--- config.mk ---
export PLATFORM = sky130hd
export DESIGN_NAME = lws_ctrl
export DESIGN_NICKNAME = d
export VERILOG_FILES = /design/src/rtl/lws_pkg.sv /design/src/rtl/lws_ctrl.sv
export SDC_FILE = /design/constraint.sdc
export NUM_CORES = 1
export LEC_CHECK = 0
export BUFFER_PORTS_ARGS = -buffer_cell sky130_fd_sc_hd__buf_2
export CAP_MARGIN = 20
export CORE_ASPECT_RATIO = 0.75
export CORE_MARGIN = 3
export CORE_UTILIZATION = 30
export DETAILED_ROUTE_END_ITERATION = 16
export GPL_TIMING_DRIVEN = 1
export PLACE_DENSITY_LB_ADDON = 0.08
export REMOVE_ABC_BUFFERS = 1
export SKIP_CTS_REPAIR_TIMING = 1
export SYNTH_ARGS = -nofsm -noshare
export SYNTH_HDL_FRONTEND = slang
export SYNTH_SLANG_ARGS = --single-unit
--- constraint.sdc ---
create_clock -name clk -period 1.82 [get_ports clk]
set_input_delay 0.182 -clock clk [delete_from_list [all_inputs] [get_ports clk]]
set_output_delay 0.182 -clock clk [all_outputs]
set_load 0.005 [all_outputs]
--- src/rtl/lws_pkg.sv ---
// ----------------------------------------------------------------------------
// lws_pkg
// Shared constants, codes and controller/datapath types for the lattice walk
// step engine.
// ----------------------------------------------------------------------------
package lws_pkg;

    // Lattice geometry
    localparam int GRID_HALF  = 16;
    localparam int DIRECTIONS = 6;
    localparam int SPAN       = 2 * GRID_HALF;
    localparam int COORD_W    = $clog2(SPAN);
    localparam int ROWS       = SPAN * SPAN;
    localparam int ROW_AW     = $clog2(ROWS);
    localparam int ORIGIN_ROW = GRID_HALF * SPAN + GRID_HALF;

    // Field widths
    localparam int RAND_W  = 32;
    localparam int HEAD_W  = 5;
    localparam int DIR_W   = 3;
    localparam int COUNT_W = 16;

    // Weights: free site vs occupied site in self-avoiding mode
    localparam longint unsigned FREE_WEIGHT = 64'd100000000;
    localparam longint unsigned TOTAL_MAX   = FREE_WEIGHT * DIRECTIONS;
    localparam int TOTAL_W = $clog2(TOTAL_MAX + 1);
    localparam int PROD_W  = RAND_W + TOTAL_W;
    localparam int NFREE_W = $clog2(DIRECTIONS + 1);

    // Sequencer counter and neighbor row slots
    localparam int CNT_W     = 3;
    localparam int READ_ROWS = 5;

    localparam logic [CNT_W-1:0] SLOT_HEAD = 3'd0;
    localparam logic [CNT_W-1:0] SLOT_YP   = 3'd1;
    localparam logic [CNT_W-1:0] SLOT_YM   = 3'd2;
    localparam logic [CNT_W-1:0] SLOT_ZP   = 3'd3;
    localparam logic [CNT_W-1:0] SLOT_ZM   = 3'd4;

    // Direction codes
    localparam logic [DIR_W-1:0] DIR_PX = 3'd0;
    localparam logic [DIR_W-1:0] DIR_MX = 3'd1;
    localparam logic [DIR_W-1:0] DIR_PY = 3'd2;
    localparam logic [DIR_W-1:0] DIR_MY = 3'd3;
    localparam logic [DIR_W-1:0] DIR_PZ = 3'd4;
    localparam logic [DIR_W-1:0] DIR_MZ = 3'd5;
    localparam logic [DIR_W-1:0] DIR_LAST = DIR_MZ;

    // Item function codes
    localparam logic FUNC_RESTART = 1'b0;
    localparam logic FUNC_STEP    = 1'b1;

    typedef enum logic [3:0] {
        ST_CLEAR,
        ST_IDLE,
        ST_READ,
        ST_WEIGH,
        ST_MULT,
        ST_PICK,
        ST_WR_RD,
        ST_WRITE,
        ST_DONE
    } lws_state_t;

    typedef struct packed {
        logic              accept;
        logic              restart;
        logic              clr_we;
        logic [ROW_AW-1:0] clr_row;
        logic              rd_en;
        logic [CNT_W-1:0]  rd_slot;
        logic              cap_en;
        logic [CNT_W-1:0]  cap_slot;
        logic              weigh;
        logic              mult;
        logic              pick;
        logic [DIR_W-1:0]  pick_k;
        logic              wr_rd;
        logic              wr_en;
        logic              finish;
    } lws_cmd_t;

    typedef struct packed {
        logic edge_hit;
        logic pick_hit;
        logic move_off;
    } lws_status_t;

endpackage

--- src/rtl/lws_ctrl.sv ---
// ----------------------------------------------------------------------------
// lws_ctrl
// Sequencer: map clear sweep, neighbor reads, weighting, pick, write-back.
// ----------------------------------------------------------------------------
module lws_ctrl
    import lws_pkg::*;
(
    input  logic        clk,
    input  logic        rst_n,
    input  logic        start,
    input  logic        func,
    input  lws_status_t status,
    output lws_cmd_t    cmd,
    output logic        busy
);

    lws_state_t        state_reg, state_next;
    logic [CNT_W-1:0]  cnt_reg, cnt_next;
    logic [ROW_AW-1:0] clr_reg, clr_next;
    logic              report_reg, report_next;
    logic              clr_last;
    logic              accept;

    assign clr_last = (clr_reg == ROW_AW'(ROWS - 1));
    assign accept   = (state_reg == ST_IDLE) && start;

    // next state
    always_comb
    begin
        state_next = state_reg;
        case (state_reg)
            ST_CLEAR:
            begin
                if (clr_last)
                begin
                    state_next = report_reg ? ST_DONE : ST_IDLE;
                end
            end
            ST_IDLE:
            begin
                if (start)
                begin
                    state_next = (func == FUNC_RESTART) ? ST_CLEAR : ST_READ;
                end
            end
            ST_READ:
            begin
                if (cnt_reg == CNT_W'(READ_ROWS))
                begin
                    state_next = ST_WEIGH;
                end
            end
            ST_WEIGH: state_next = ST_MULT;
            ST_MULT:  state_next = status.edge_hit ? ST_DONE : ST_PICK;
            ST_PICK:
            begin
                if (status.pick_hit || (cnt_reg == CNT_W'(DIRECTIONS - 1)))
                begin
                    state_next = ST_WR_RD;
                end
            end
            ST_WR_RD: state_next = status.move_off ? ST_DONE : ST_WRITE;
            ST_WRITE: state_next = ST_DONE;
            ST_DONE:  state_next = ST_IDLE;
            default:  state_next = ST_IDLE;
        endcase
    end

    // counters
    always_comb
    begin
        cnt_next    = cnt_reg;
        clr_next    = '0;
        report_next = report_reg;
        case (state_reg)
            ST_CLEAR:
            begin
                clr_next = clr_last ? '0 : clr_reg + 1'b1;
                if (clr_last)
                begin
                    report_next = 1'b0;
                end
            end
            ST_IDLE:
            begin
                cnt_next = '0;
                if (start && (func == FUNC_RESTART))
                begin
                    report_next = 1'b1;
                end
            end
            ST_READ: cnt_next = cnt_reg + 1'b1;
            ST_MULT: cnt_next = '0;
            ST_PICK: cnt_next = cnt_reg + 1'b1;
            default: cnt_next = cnt_reg;
        endcase
    end

    // outputs
    always_comb
    begin
        cmd          = '0;
        cmd.accept   = accept;
        cmd.restart  = accept && (func == FUNC_RESTART);
        cmd.clr_row  = clr_reg;
        cmd.rd_slot  = cnt_reg;
        cmd.cap_slot = cnt_reg - 1'b1;
        cmd.pick_k   = DIR_W'(cnt_reg);
        case (state_reg)
            ST_CLEAR: cmd.clr_we = 1'b1;
            ST_READ:
            begin
                cmd.rd_en  = (cnt_reg < CNT_W'(READ_ROWS));
                cmd.cap_en = (cnt_reg != '0);
            end
            ST_WEIGH: cmd.weigh  = 1'b1;
            ST_MULT:  cmd.mult   = 1'b1;
            ST_PICK:  cmd.pick   = 1'b1;
            ST_WR_RD: cmd.wr_rd  = 1'b1;
            ST_WRITE: cmd.wr_en  = 1'b1;
            ST_DONE:  cmd.finish = 1'b1;
            default:  cmd.finish = 1'b0;
        endcase
    end

    assign busy = (state_reg != ST_IDLE);

    always_ff @(posedge clk or negedge rst_n)
    begin
        if (!rst_n)
        begin
            state_reg  <= ST_CLEAR;
            cnt_reg    <= '0;
            clr_reg    <= '0;
            report_reg <= 1'b0;
        end
        else
        begin
            state_reg  <= state_next;
            cnt_reg    <= cnt_next;
            clr_reg    <= clr_next;
            report_reg <= report_next;
        end
    end

endmodule

==> flow_summary.yaml <==
global_route:
  first_global_vias: 1064
  grtUsageTotal_pct: 13.8
  grt_pass1_wl_um: 5170
  gr-total-overflow: 0
  grt_max_degree: 25
  antenna_found_initial: 0
cells_and_area:
  nets: 190
  syn_to_final_growth_pct: 24.9
  drive_above_1_share_pct: 29.4
  largest_reg_flops: 10
  diodes: 0
sta:
  final.min_clock_period_ns: 1.75
  setup-violations-final: 0
  finalMaxSlewViolations: 0
  period_share_pct: 96.2
  max_freq_mhz: 571
  tightest_slew_ns: 0.419
  slew_headroom_pct: 72.1
  hold_viol: 0
  hold_slack_ns: 0.145
  clock-skew-final_ns: 0.00147
  rsz0062_at_grt: "false"
route:
  top_layer_used: "met4"
  wl_per_cell_um: 13.4
  route.met2.wl_um: 1290
  via_count: 1112
  firstDrtPassIters: 4
  viasPerCell: 4.86
  drc: 0
  wl_um: 3060
  drtIter0Drc: 29
  wirelength_met1_um: 1600
  antenna_left: 0
  wl_met3_um: 142
logic_synthesis:
  syn_inst: 140
  yosysWarnings: 0
  syn_area_sq_mm: 0.00123
  synth-seq-cells: 18
  yosysUniqueCellTypes: 42
  synth_seq_area_share_pct: 36.7
  syn_avg_cell_area_sq_um: 8.76
clock_network:
  clkTransAtPathRegs_ns: 0.06
  h-tree-depth: 1
  cts-root-buf: "clkbuf_8"
  cts.sinks: 18
  cts.path.max_buffers: 2
  cts_tree: "yes"
  clk_latency_ns: 0.25
  cts_buffers: 3
placement:
  place.detailed.hpwl_um: 2360
  numPortBuffers: 37
  place_congestion: 0.744
worst_setup_path:
  rr_endpoint: "state_reg[1]$_DFFE_PN0P_"
  cp-start-kind: "flop"
  end_kind: "primary output"
  crit_type: "reg -> out"
  r2r_start: "clr_reg[0]$_DFF_PN0_"
  crit_fanout: 6
  worst-r2r-setup-slack_ns: 0.15
  cp.required_ns: 1.64
  worstPathArrival_ns: 1.57
  ff2ff_path_depth: 5
power_and_ir_drop:
  max-vdd-ir-drop_uv: 419
  fin_total_pwr_mw: 2.10
  p_leak_nw: 0.780
  p_per_area_mw_per_mm2: 1370
floorplan:
  coreArea_sq_mm: 0.00380
  initial_utilization_pct: 32.2
  num_io_pins: 38
  die_area_sq_mm: 0.00490
  die_w_um: 79.8
  die-height_um: 61.4
  rows: 19
flow_run:
  drv_cap: 0
hold_path:
  hp-class: "in -> reg"
  worstHoldStart: "func"
  whs_endpoint: "report_reg$_DFFE_PN0P_"
  min_path_cells: 2
outcome:
  status: "complete, no violations"
per-stage QoR:
step	worst slack, ns	std cells	cell area (sq um)	util, %	TNS (ns)
after floorplan	-0.0158	128	1160	-	-0.0158
after global placement	0.202	224	1470	38.6	0
after detailed placement	0.163	224	1470	38.6	0
after CTS	0.0425	228	1520	40.0	0
after global routing	0.00113	229	1530	40.3	0
final	0.0693	229	1530	40.3	0
worst max-delay path: stages, from the launching register on:
cell and delay [ns]:
dfrtp_1 0.41, or4_1 0.54, buf_4 0.20, inv_1 0.06, buf_2 0.11
power by group:
part / internal (mW) / switching (mW)
combinational: 0.546 / 0.667
sequential: 0.483 / 0.0898
clock: 0.192 / 0.124
total: 1.22 / 0.881
worst max path at each step:
stage | startpoint | end | slack, ns | depth (start not counted)
finish | state_reg[3]$_DFFE_PN0P_ | cmd[27] | 0.07 | 4
detailed placement | clr_reg[0]$_DFF_PN0_ | state_reg[1]$_DFFE_PN0P_ | 0.16 | 5
global route | state_reg[3]$_DFFE_PN0P_ | cmd[27] | 0.001 | 4
global placement | cnt_reg[0]$_DFFE_PN0P_ | cnt_reg[1]$_DFFE_PN0P_ | 0.20 | 4
CTS | state_reg[3]$_DFFE_PN0P_ | cmd[27] | 0.04 | 4
floorplan | state_reg[1]$_DFFE_PN0P_ | state_reg[0]$_DFFE_PN0P_ | -0.02 | 4
final cells by class:
| class | instances | area [sq um] |
|---|---|---|
| inverters | 7 | 26.3 |
| flip-flops and latches | 18 | 450 |
| well taps | 52 | 65.1 |
| fillers | 414 | 2270 |
| clock buffers | 4 | 55.1 |
| repair buffers | 45 | 248 |
| multi-input cells | 103 | 687 |
cells in the mapped netlist:
master,instances,area share (%)
o211ai_1,1,0.61
or4_1,1,0.61
mux2_2,1,0.92
a21oi_1,7,2.9
o32ai_1,1,0.71
a221o_1,2,1.6
nor4bb_1,1,0.82
ha_1,5,5.1
a2bb2oi_1,2,1.4
nor2_1,18,5.5
dfrtp_1,18,37
nor3_1,6,2.4
buf_4,4,2.4
a22oi_1,1,0.61
mux2i_1,2,1.6
o21a_1,1,0.61
o211ai_2,1,1.0
and2_1,1,0.51
or2_2,1,0.51
a22o_1,1,0.71
a31o_4,1,1.4
nand4_1,2,1.0
clkbuf_2,1,0.41
nor3b_1,1,0.61
a21o_1,1,0.61
buf_2,1,0.41
buf_1,2,0.61
nor2b_1,7,3.6
clkbuf_1,4,1.2
inv_1,7,2.1
nand2b_1,4,2.0
and4_1,3,2.1
xor2_1,8,5.7
and3_1,2,1.0
nor4b_1,1,0.71
o22ai_1,1,0.51
o21ai_0,5,2.0
a311o_1,1,0.82
xnor2_1,2,1.4
nand3_1,5,2.0
nand2_1,5,1.5
a31oi_1,1,0.51
metal layers:
| metal | GRT usage [%] | vias up |
|---|---|---|
| li1 | - | 561 |
| met1 | 20.7 | 518 |
| met2 | 20.2 | 31 |
| met3 | 3.51 | 2 |
| met4 | 2.17 | 0 |
| met5 | 0 | - |
cells in the final DEF, fill, tap and decap left out, drive strengths merged, types with 2 or more instances in the layout:
master / instances
ha: 5
dfrtp: 18
o211ai: 2
and4: 3
nand2: 5
clkbuf: 4
a2bb2oi: 2
xor2: 8
buf: 44
nand2b: 4
nor2: 18
and3: 2
a21oi: 7
o21ai: 5
nand3: 5
xnor2: 2
nor3: 6
nand4: 2
mux2i: 2
a221o: 2
inv: 7
nor2b: 7
kinds of logic after synthesis:
family | count (synthesis) | synth area share, %
DFF | 18 | 36.7
adders and majority gates | 5 | 5.10
and+or+nand+nor | 58 | 25.1
buffers and inverters | 19 | 7.24
AOI/OAI and AO/OA | 27 | 16.1
muxes | 3 | 2.55
xor gates and xnor gates | 10 | 7.14
No activity file was read; power rests on OpenSTA's default activity.
